--- src/hw/rtl/rmx_pkg.sv ---
package rmx_pkg;

  // Default sizing of the register file
  localparam int NUM_REGS_DEF   = 6;
  localparam int DATA_WIDTH_DEF = 32;

  // Fixed field widths
  localparam int PTR_W   = 32;
  localparam int OPND_W  = 32;
  localparam int DEST_W  = 3;
  localparam int BIND_W  = 3;
  localparam int LEN_W   = 16;
  localparam int CFG_IDX_W  = 1;
  localparam int CFG_DATA_W = 16;

  // Configuration register indexes
  localparam logic [CFG_IDX_W-1:0] CFG_IP_BINDING = 1'b0;
  localparam logic [CFG_IDX_W-1:0] CFG_PROG_LEN   = 1'b1;

  // Opcodes
  typedef enum logic [3:0] {
    OP_ADDR = 4'd0,
    OP_ADDI = 4'd1,
    OP_MULR = 4'd2,
    OP_MULI = 4'd3,
    OP_BANR = 4'd4,
    OP_BANI = 4'd5,
    OP_BORR = 4'd6,
    OP_BORI = 4'd7,
    OP_SETR = 4'd8,
    OP_SETI = 4'd9,
    OP_GTIR = 4'd10,
    OP_GTRI = 4'd11,
    OP_GTRR = 4'd12,
    OP_EQIR = 4'd13,
    OP_EQRI = 4'd14,
    OP_EQRR = 4'd15
  } op_t;

  // Instruction request
  typedef struct packed {
    logic [3:0]               mode;
    logic signed [OPND_W-1:0] operand_a;
    logic signed [OPND_W-1:0] operand_b;
    logic [DEST_W-1:0]        dest_index;
  } instr_t;

  // Execution result
  typedef struct packed {
    logic signed [PTR_W-1:0] next_pointer;
    logic signed [31:0]      written_value;
    logic signed [31:0]      reg_zero;
    logic                    halted;
    logic                    fault;
  } result_t;

  // Pointer lies outside the program
  function automatic logic out_of_prog(logic [PTR_W-1:0] p, logic [LEN_W-1:0] len);
    return p[PTR_W-1] || (p >= PTR_W'(len));
  endfunction

endpackage

--- src/hw/rtl/register_machine_execute_unit.sv ---
// Channel   Dir  Handshake            Payload
// in        in   in_valid/in_ready    in_data   (rmx_pkg::instr_t)
// out       out  out_valid/out_ready  out_data  (rmx_pkg::result_t)
// cfg       in   cfg_we               cfg_index, cfg_wdata
//
// One instruction per cycle sustained while the result side is ready; a request
// is taken into the input register and reaches the result register through
// execute and write-back; the ALU and register-file write-back are combinational.
// Synchronous reset clears the register file, pointer, halt flag and config.
// A stalled result holds the execute stage; one more request can still be
// taken into the input register while the result waits.
module register_machine_execute_unit #(
  parameter int NUM_REGS   = rmx_pkg::NUM_REGS_DEF,
  parameter int DATA_WIDTH = rmx_pkg::DATA_WIDTH_DEF
) (
  input  logic                                 clk,
  input  logic                                 rst,
  input  logic                                 cfg_we,
  input  logic [rmx_pkg::CFG_IDX_W-1:0]        cfg_index,
  input  logic [rmx_pkg::CFG_DATA_W-1:0]       cfg_wdata,
  input  logic                                 in_valid,
  output logic                                 in_ready,
  input  rmx_pkg::instr_t                      in_data,
  output logic                                 out_valid,
  input  logic                                 out_ready,
  output rmx_pkg::result_t                     out_data
);

  localparam int PW = rmx_pkg::PTR_W;
  localparam logic [31:0] NREG_U = 32'(NUM_REGS);

  // Configuration
  logic [rmx_pkg::BIND_W-1:0] ip_binding;
  logic [rmx_pkg::LEN_W-1:0]  program_length;

  // Architectural state
  logic [DATA_WIDTH-1:0] rf [NUM_REGS];
  logic [PW-1:0]         ptr;
  logic                  stopped;

  // Pipeline registers
  logic             iq_valid;
  rmx_pkg::instr_t  iq_data;
  logic             oq_valid;
  rmx_pkg::result_t oq_data;
  logic             exec_fire;

  // Execute stage signals
  logic [DATA_WIDTH-1:0] rf_eff  [NUM_REGS];
  logic [DATA_WIDTH-1:0] rf_next [NUM_REGS];
  logic [DATA_WIDTH-1:0] mirror, va, vb, res, bound_val;
  logic [31:0]           opa, opb;
  logic                  bound, ra, rb, fault, start_halt, run;
  logic [PW-1:0]         ptr_next;
  logic                  stopped_next;
  rmx_pkg::op_t          op;
  rmx_pkg::result_t      res_out;

  assign exec_fire = iq_valid && (!oq_valid || out_ready);
  assign in_ready  = !iq_valid || exec_fire;
  assign out_valid = oq_valid;
  assign out_data  = oq_data;

  // Configuration writes
  always_ff @(posedge clk) begin
    if (rst) begin
      ip_binding     <= '0;
      program_length <= '0;
    end else if (cfg_we) begin
      case (cfg_index)
        rmx_pkg::CFG_IP_BINDING: ip_binding     <= cfg_wdata[rmx_pkg::BIND_W-1:0];
        rmx_pkg::CFG_PROG_LEN:   program_length <= cfg_wdata[rmx_pkg::LEN_W-1:0];
        default: ;
      endcase
    end
  end

  // Input register
  always_ff @(posedge clk) begin
    if (rst) begin
      iq_valid <= 1'b0;
    end else if (in_ready) begin
      iq_valid <= in_valid;
    end
  end

  always_ff @(posedge clk) begin
    if (in_valid && in_ready) begin
      iq_data <= in_data;
    end
  end

  // Operand decode
  always_comb begin
    op = rmx_pkg::op_t'(iq_data.mode);
    ra = 1'b1;
    rb = 1'b0;
    case (op)
      rmx_pkg::OP_ADDR, rmx_pkg::OP_MULR, rmx_pkg::OP_BANR,
      rmx_pkg::OP_BORR, rmx_pkg::OP_GTRR, rmx_pkg::OP_EQRR: rb = 1'b1;
      rmx_pkg::OP_SETI: ra = 1'b0;
      rmx_pkg::OP_GTIR, rmx_pkg::OP_EQIR: begin
        ra = 1'b0;
        rb = 1'b1;
      end
      default: ;
    endcase
  end

  // Execute: pointer mirror, operand read, ALU, write-back, pointer read-back
  always_comb begin
    opa        = iq_data.operand_a;
    opb        = iq_data.operand_b;
    bound      = 32'(ip_binding) < NREG_U;
    mirror     = DATA_WIDTH'(signed'(ptr));
    start_halt = !stopped && rmx_pkg::out_of_prog(ptr, program_length);
    run        = !stopped && !start_halt;

    // register file as seen after the pointer is mirrored
    for (int i = 0; i < NUM_REGS; i++) begin
      rf_eff[i] = (bound && 32'(ip_binding) == 32'(i)) ? mirror : rf[i];
    end

    fault = (ra && opa >= NREG_U) || (rb && opb >= NREG_U) ||
            (32'(iq_data.dest_index) >= NREG_U);

    va = DATA_WIDTH'(signed'(iq_data.operand_a));
    vb = DATA_WIDTH'(signed'(iq_data.operand_b));
    for (int i = 0; i < NUM_REGS; i++) begin
      if (ra && opa == 32'(i)) va = rf_eff[i];
      if (rb && opb == 32'(i)) vb = rf_eff[i];
    end

    case (op)
      rmx_pkg::OP_ADDR, rmx_pkg::OP_ADDI: res = va + vb;
      rmx_pkg::OP_MULR, rmx_pkg::OP_MULI: res = va * vb;
      rmx_pkg::OP_BANR, rmx_pkg::OP_BANI: res = va & vb;
      rmx_pkg::OP_BORR, rmx_pkg::OP_BORI: res = va | vb;
      rmx_pkg::OP_SETR, rmx_pkg::OP_SETI: res = va;
      rmx_pkg::OP_GTIR, rmx_pkg::OP_GTRI, rmx_pkg::OP_GTRR:
        res = DATA_WIDTH'($signed(va) > $signed(vb));
      default: res = DATA_WIDTH'(va == vb);
    endcase

    // destination write and pointer read-back
    bound_val = '0;
    for (int i = 0; i < NUM_REGS; i++) begin
      rf_next[i] = (!fault && 32'(iq_data.dest_index) == 32'(i)) ? res : rf_eff[i];
      if (32'(ip_binding) == 32'(i)) bound_val = rf_next[i];
    end
    ptr_next     = (bound ? PW'(signed'(bound_val)) : ptr) + PW'(1);
    stopped_next = rmx_pkg::out_of_prog(ptr_next, program_length);

    // result
    if (run) begin
      res_out.next_pointer  = ptr_next;
      res_out.written_value = fault ? '0 : 32'(res);
      res_out.reg_zero      = 32'(rf_next[0]);
      res_out.halted        = stopped_next;
      res_out.fault         = fault;
    end else begin
      res_out.next_pointer  = ptr;
      res_out.written_value = '0;
      res_out.reg_zero      = 32'(rf[0]);
      res_out.halted        = 1'b1;
      res_out.fault         = 1'b0;
    end
  end

  // State update
  always_ff @(posedge clk) begin
    if (rst) begin
      for (int i = 0; i < NUM_REGS; i++) begin
        rf[i] <= '0;
      end
      ptr     <= '0;
      stopped <= 1'b0;
    end else if (exec_fire) begin
      if (run) begin
        for (int i = 0; i < NUM_REGS; i++) begin
          rf[i] <= rf_next[i];
        end
        ptr     <= ptr_next;
        stopped <= stopped_next;
      end else begin
        stopped <= 1'b1;
      end
    end
  end

  // Result register
  always_ff @(posedge clk) begin
    if (rst) begin
      oq_valid <= 1'b0;
    end else if (exec_fire) begin
      oq_valid <= 1'b1;
    end else if (out_ready) begin
      oq_valid <= 1'b0;
    end
  end

  always_ff @(posedge clk) begin
    if (exec_fire) begin
      oq_data <= res_out;
    end
  end

  // Checks
  a_halt_sticky: assert property (@(posedge clk) disable iff (rst)
    stopped |=> stopped) else $error("halt flag cleared without reset");

  a_halted_ptr_hold: assert property (@(posedge clk) disable iff (rst)
    exec_fire && stopped |=> $stable(ptr)) else $error("pointer moved after halt");

  a_halt_report: assert property (@(posedge clk) disable iff (rst)
    exec_fire |=> oq_data.halted == stopped) else $error("halt report mismatch");

  a_fault_no_write: assert property (@(posedge clk) disable iff (rst)
    oq_valid && oq_data.fault |-> oq_data.written_value == '0)
    else $error("faulted request reports a write");

  a_stall_cause: assert property (@(posedge clk) disable iff (rst)
    !in_ready |-> iq_valid && oq_valid && !out_ready)
    else $error("input stalled without a full pipeline");

endmodule

--- config.mk ---
export PLATFORM = sky130hd
export DESIGN_NAME = register_machine_execute_unit
export DESIGN_NICKNAME = d
export VERILOG_FILES = /design/src/hw/rtl/rmx_pkg.sv /design/src/hw/rtl/register_machine_execute_unit.sv
export SDC_FILE = /design/constraint.sdc
export NUM_CORES = 2
export LEC_CHECK = 0
export BUFFER_PORTS_ARGS = -buffer_cell sky130_fd_sc_hd__buf_2
export CAP_MARGIN = 10
export CORE_MARGIN = 2
export CORE_UTILIZATION = 35
export DETAILED_ROUTE_END_ITERATION = 16
export GPL_TIMING_DRIVEN = 0
export PLACE_DENSITY = 0.58
export SKIP_CTS_REPAIR_TIMING = 1
export SYNTH_ARGS = -nofsm -noshare
export SYNTH_HDL_FRONTEND = slang
export SYNTH_SLANG_ARGS = --single-unit
--- constraint.sdc ---
create_clock -name clk -period 16.4 [get_ports clk]
set_input_delay 0.82 -clock clk [delete_from_list [all_inputs] [get_ports clk]]
set_output_delay 0.82 -clock clk [all_outputs]
set_load 0.01 [all_outputs]
==> flow_metrics.tcl <==
set metrics [dict create \
    status "finished, violations left" \
    violations "max-capacitance violations, max-slew violations, negative setup slack" \
    core_um2 134000 \
    cts_sinks 415 \
    yosysWarnings 0 \
    netlist_instances 5486 \
    max_slew_margin_pct -2.03 \
    rows 134 \
    r2r_end "out_data[1]" \
    regToRegStartpoint "ip_binding[2]" \
    hold_viol 0 \
    holdWs_ns 0.357 \
    async_flop_share_pct 0 \
    ant_nets 0 \
    p_switching_mw 9.17 \
    power.leakage_nw 22.8 \
    synth_top_flop_cell "edfxtp_1" \
    rsz0062_at_grt "false" \
    crit_slowest_cell "o32ai_1" \
    layout-drive-gt1-share_pct 9.97 \
    finalSetupViolations 6 \
    powerDensity_nw_per_um2 289 \
    netSwitchingFraction_pct 59.9 \
    tightest_slew_ns 1.52 \
    grt_pass1_wl_um 411000 \
    clock_skew_ns 0.0400 \
    max-cap-violations 4 \
    crit_top_cell "fa_1" \
    ys_ff_latch 415 \
    path_clk_slew_ns 0.07 \
    grt_max_degree 110 \
    cp_max_fo 11 \
    clk_path_buf_depth 3 \
    p_int_mw 6.13 \
    period_minus_slack_ns 16.83 \
    drt_pass1_iterations 7 \
    rr_worst_depth 39 \
    clockPowerShare_pct 7.8 \
    vias 49500 \
    grt_usage_pct 44.4 \
    drc 0 \
    comb_power_share_pct 83.4 \
    clockRootBuffer "clkbuf_16" \
    fp.dieH_um 371 \
    critPathKind "flip-flop to flip-flop" \
    crit_start "ip_binding[2]" \
    synthDominantCellAreaShare_pct 23.0 \
    numCtsBuffers 48 \
    die_area_um2 138000 \
    end_kind "flip-flop" \
    yosysTopAreaCell "edfxtp_1" \
    endpoint "out_data[1]" \
    wl_per_cell_um 41.0 \
    synth_commonest_cells "766 x nand2_1, 651 x nor2_1, 568 x inv_1" \
    syn-num-nets 6240 \
    yosysUniqueCellTypes 123 \
    gp_congestion 1.10 \
    vdd_drop_max_uv 482 \
    tritoncts "yes" \
    nets 6532 \
    hold_class "input pin to flip-flop" \
    avgSynthCellArea_um2 8.60 \
    gr-total-overflow 0 \
    reg2reg_slack_ns -0.43 \
    synth_edf_count 361 \
    layout_setup_ws_ns -0.426 \
    via_per_inst 6.51 \
    die_w_um 371 \
    fmax_ghz 0.0594 \
    antenna_found_initial 27 \
    start_util_pct 35.3 \
    hpwl_um 251000 \
    insertion_delay_ns 0.67 \
    cp_slowest_stage_delay_ns 0.76 \
    netlist_area_um2 47200 \
    drv_slew 13 \
    arrival_ns 17.22 \
    pin_count 193 \
    drtIter0Drc 8526 \
    period_share_pct 103 \
    worstSetupStartpointType "flip-flop" \
    required_ns 16.80 \
    p_seq_share_pct 8.8 \
    p_total_mw 15.3 \
    first_global_vias 45800 \
    port_buffers 191 \
    synth.top_cells.by_area "edfxtp_1 23%, fa_1 17%, ha_1 6.7%" \
    yosysSeqAreaShare_pct 25.3 \
    final_util_pct 39.6 \
    htreeDepth 2 \
    area_growth_pct 12.3 \
    yosysMostFrequentCell "nand2_1" \
    wl_um 312000 \
]
[cell type report]
type                       instances  area, um^2
timing repair buffer             245        1650
sequential                       415       11900
fill                           13800       80700
inverter                         589        2220
buffer                           375        1590
clock buffer                      55        1260
clock inverter                    33         414
tap                             1768        2210
multi-input combinational       4104       31700
antenna                           18        45.0
[critical path, delay by kind of cell, from the launching register on]
kind / cells / cell delay [ns]
fa+ha+maj: 10 / 4.92
buf+inv: 9 / 3.31
xor+xnor: 1 / 0.34
simple gates: 8 / 1.89
compound gates: 9 / 4.60
mux: 2 / 0.94
flops: 1 / 0.49
[cell usage in the layout, fill, tap and decap left out, drive strengths merged, types with 54 or more instances in the layout]
cell type | netlist | final
mux2i | 146 | 146
and3 | 79 | 79
clkbuf | 280 | 331
xnor2 | 87 | 87
nand2 | 769 | 769
a211oi | 160 | 160
nor2 | 652 | 652
fa | 409 | 409
nor3 | 96 | 96
inv | 580 | 583
dfxtp | 54 | 54
a21oi | 240 | 240
a21o | 76 | 76
ha | 252 | 252
edfxtp | 361 | 361
buf | 98 | 341
o21ai | 243 | 243
nand3 | 61 | 61
[cell families (layout without fill, tap and decap cells)]
| kind of cell | Yosys count | in the layout | share of synthesized area [%] |
|---|---|---|---|
| AOI/OAI and AO/OA | 1174 | 1174 | 17.1 |
| muxes | 190 | 190 | 4.24 |
| other | 0 | 18 | 0 |
| adders and majority gates | 661 | 661 | 24.0 |
| buffers and inverters | 967 | 1297 | 8.03 |
| DFF | 415 | 415 | 25.3 |
| xor gates and xnor gates | 122 | 122 | 2.40 |
| and+or+nand+nor | 1957 | 1957 | 18.9 |
[how the worst min path moves through the flow]
stage | start | end | cells after the start
6_report | in_data[42] | opa[7] | 1
5_1_grt | in_data[3] | opb[0] | 1
4_1_cts | in_data[3] | opb[0] | 1
3_5_place_dp | program_length[3] | program_length[3] | 2
3_3_place_gp | program_length[3] | program_length[3] | 2
2_1_floorplan | program_length[10] | program_length[10] | 2
[stage by stage]
stage	setup slack [ns]	area (um^2)	cells	TNS (ns)
3_3_place_gp	-3.09	50300	7445	-42.15
6_report	-0.426	53000	7602	-1.71
4_1_cts	-0.398	52700	7573	-1.56
5_1_grt	0.0247	52900	7585	0
2_1_floorplan	5.20	47200	5486	0
3_5_place_dp	-0.378	51000	7485	-1.32
[flip-flops by register name (all words and copies together), names as in the netlist]
signal and flops:
mirror 32, ip_binding 3, out_data 98, opa 32, iq_data 3, stopped 1
rf 192, program_length 16, opb 32, out_valid 1, op 4, iq_valid 1
[power groups by stage]
stage / clock (mW) / sequential (mW) / combinational [mW]
detailed placement: 0 / 1.36 / 11.9
CTS: 1.19 / 1.33 / 12.0
floorplan: 0 / 1.34 / 6.87
finish: 1.19 / 1.34 / 12.8
global placement: 0 / 1.37 / 11.6
global route: 1.23 / 1.34 / 13.1
[per-layer routing]
layer  global-route usage [%]  vias up  share of wire [%]
met1                     58.5    24800                 39
met4                     25.2       10                7.1
met2                     58.2     4321                 38
li1                         -    19400                  -
met3                     21.5      887                 16
met5                    0.455        -              0.033
(Power assumes the default switching activity.)
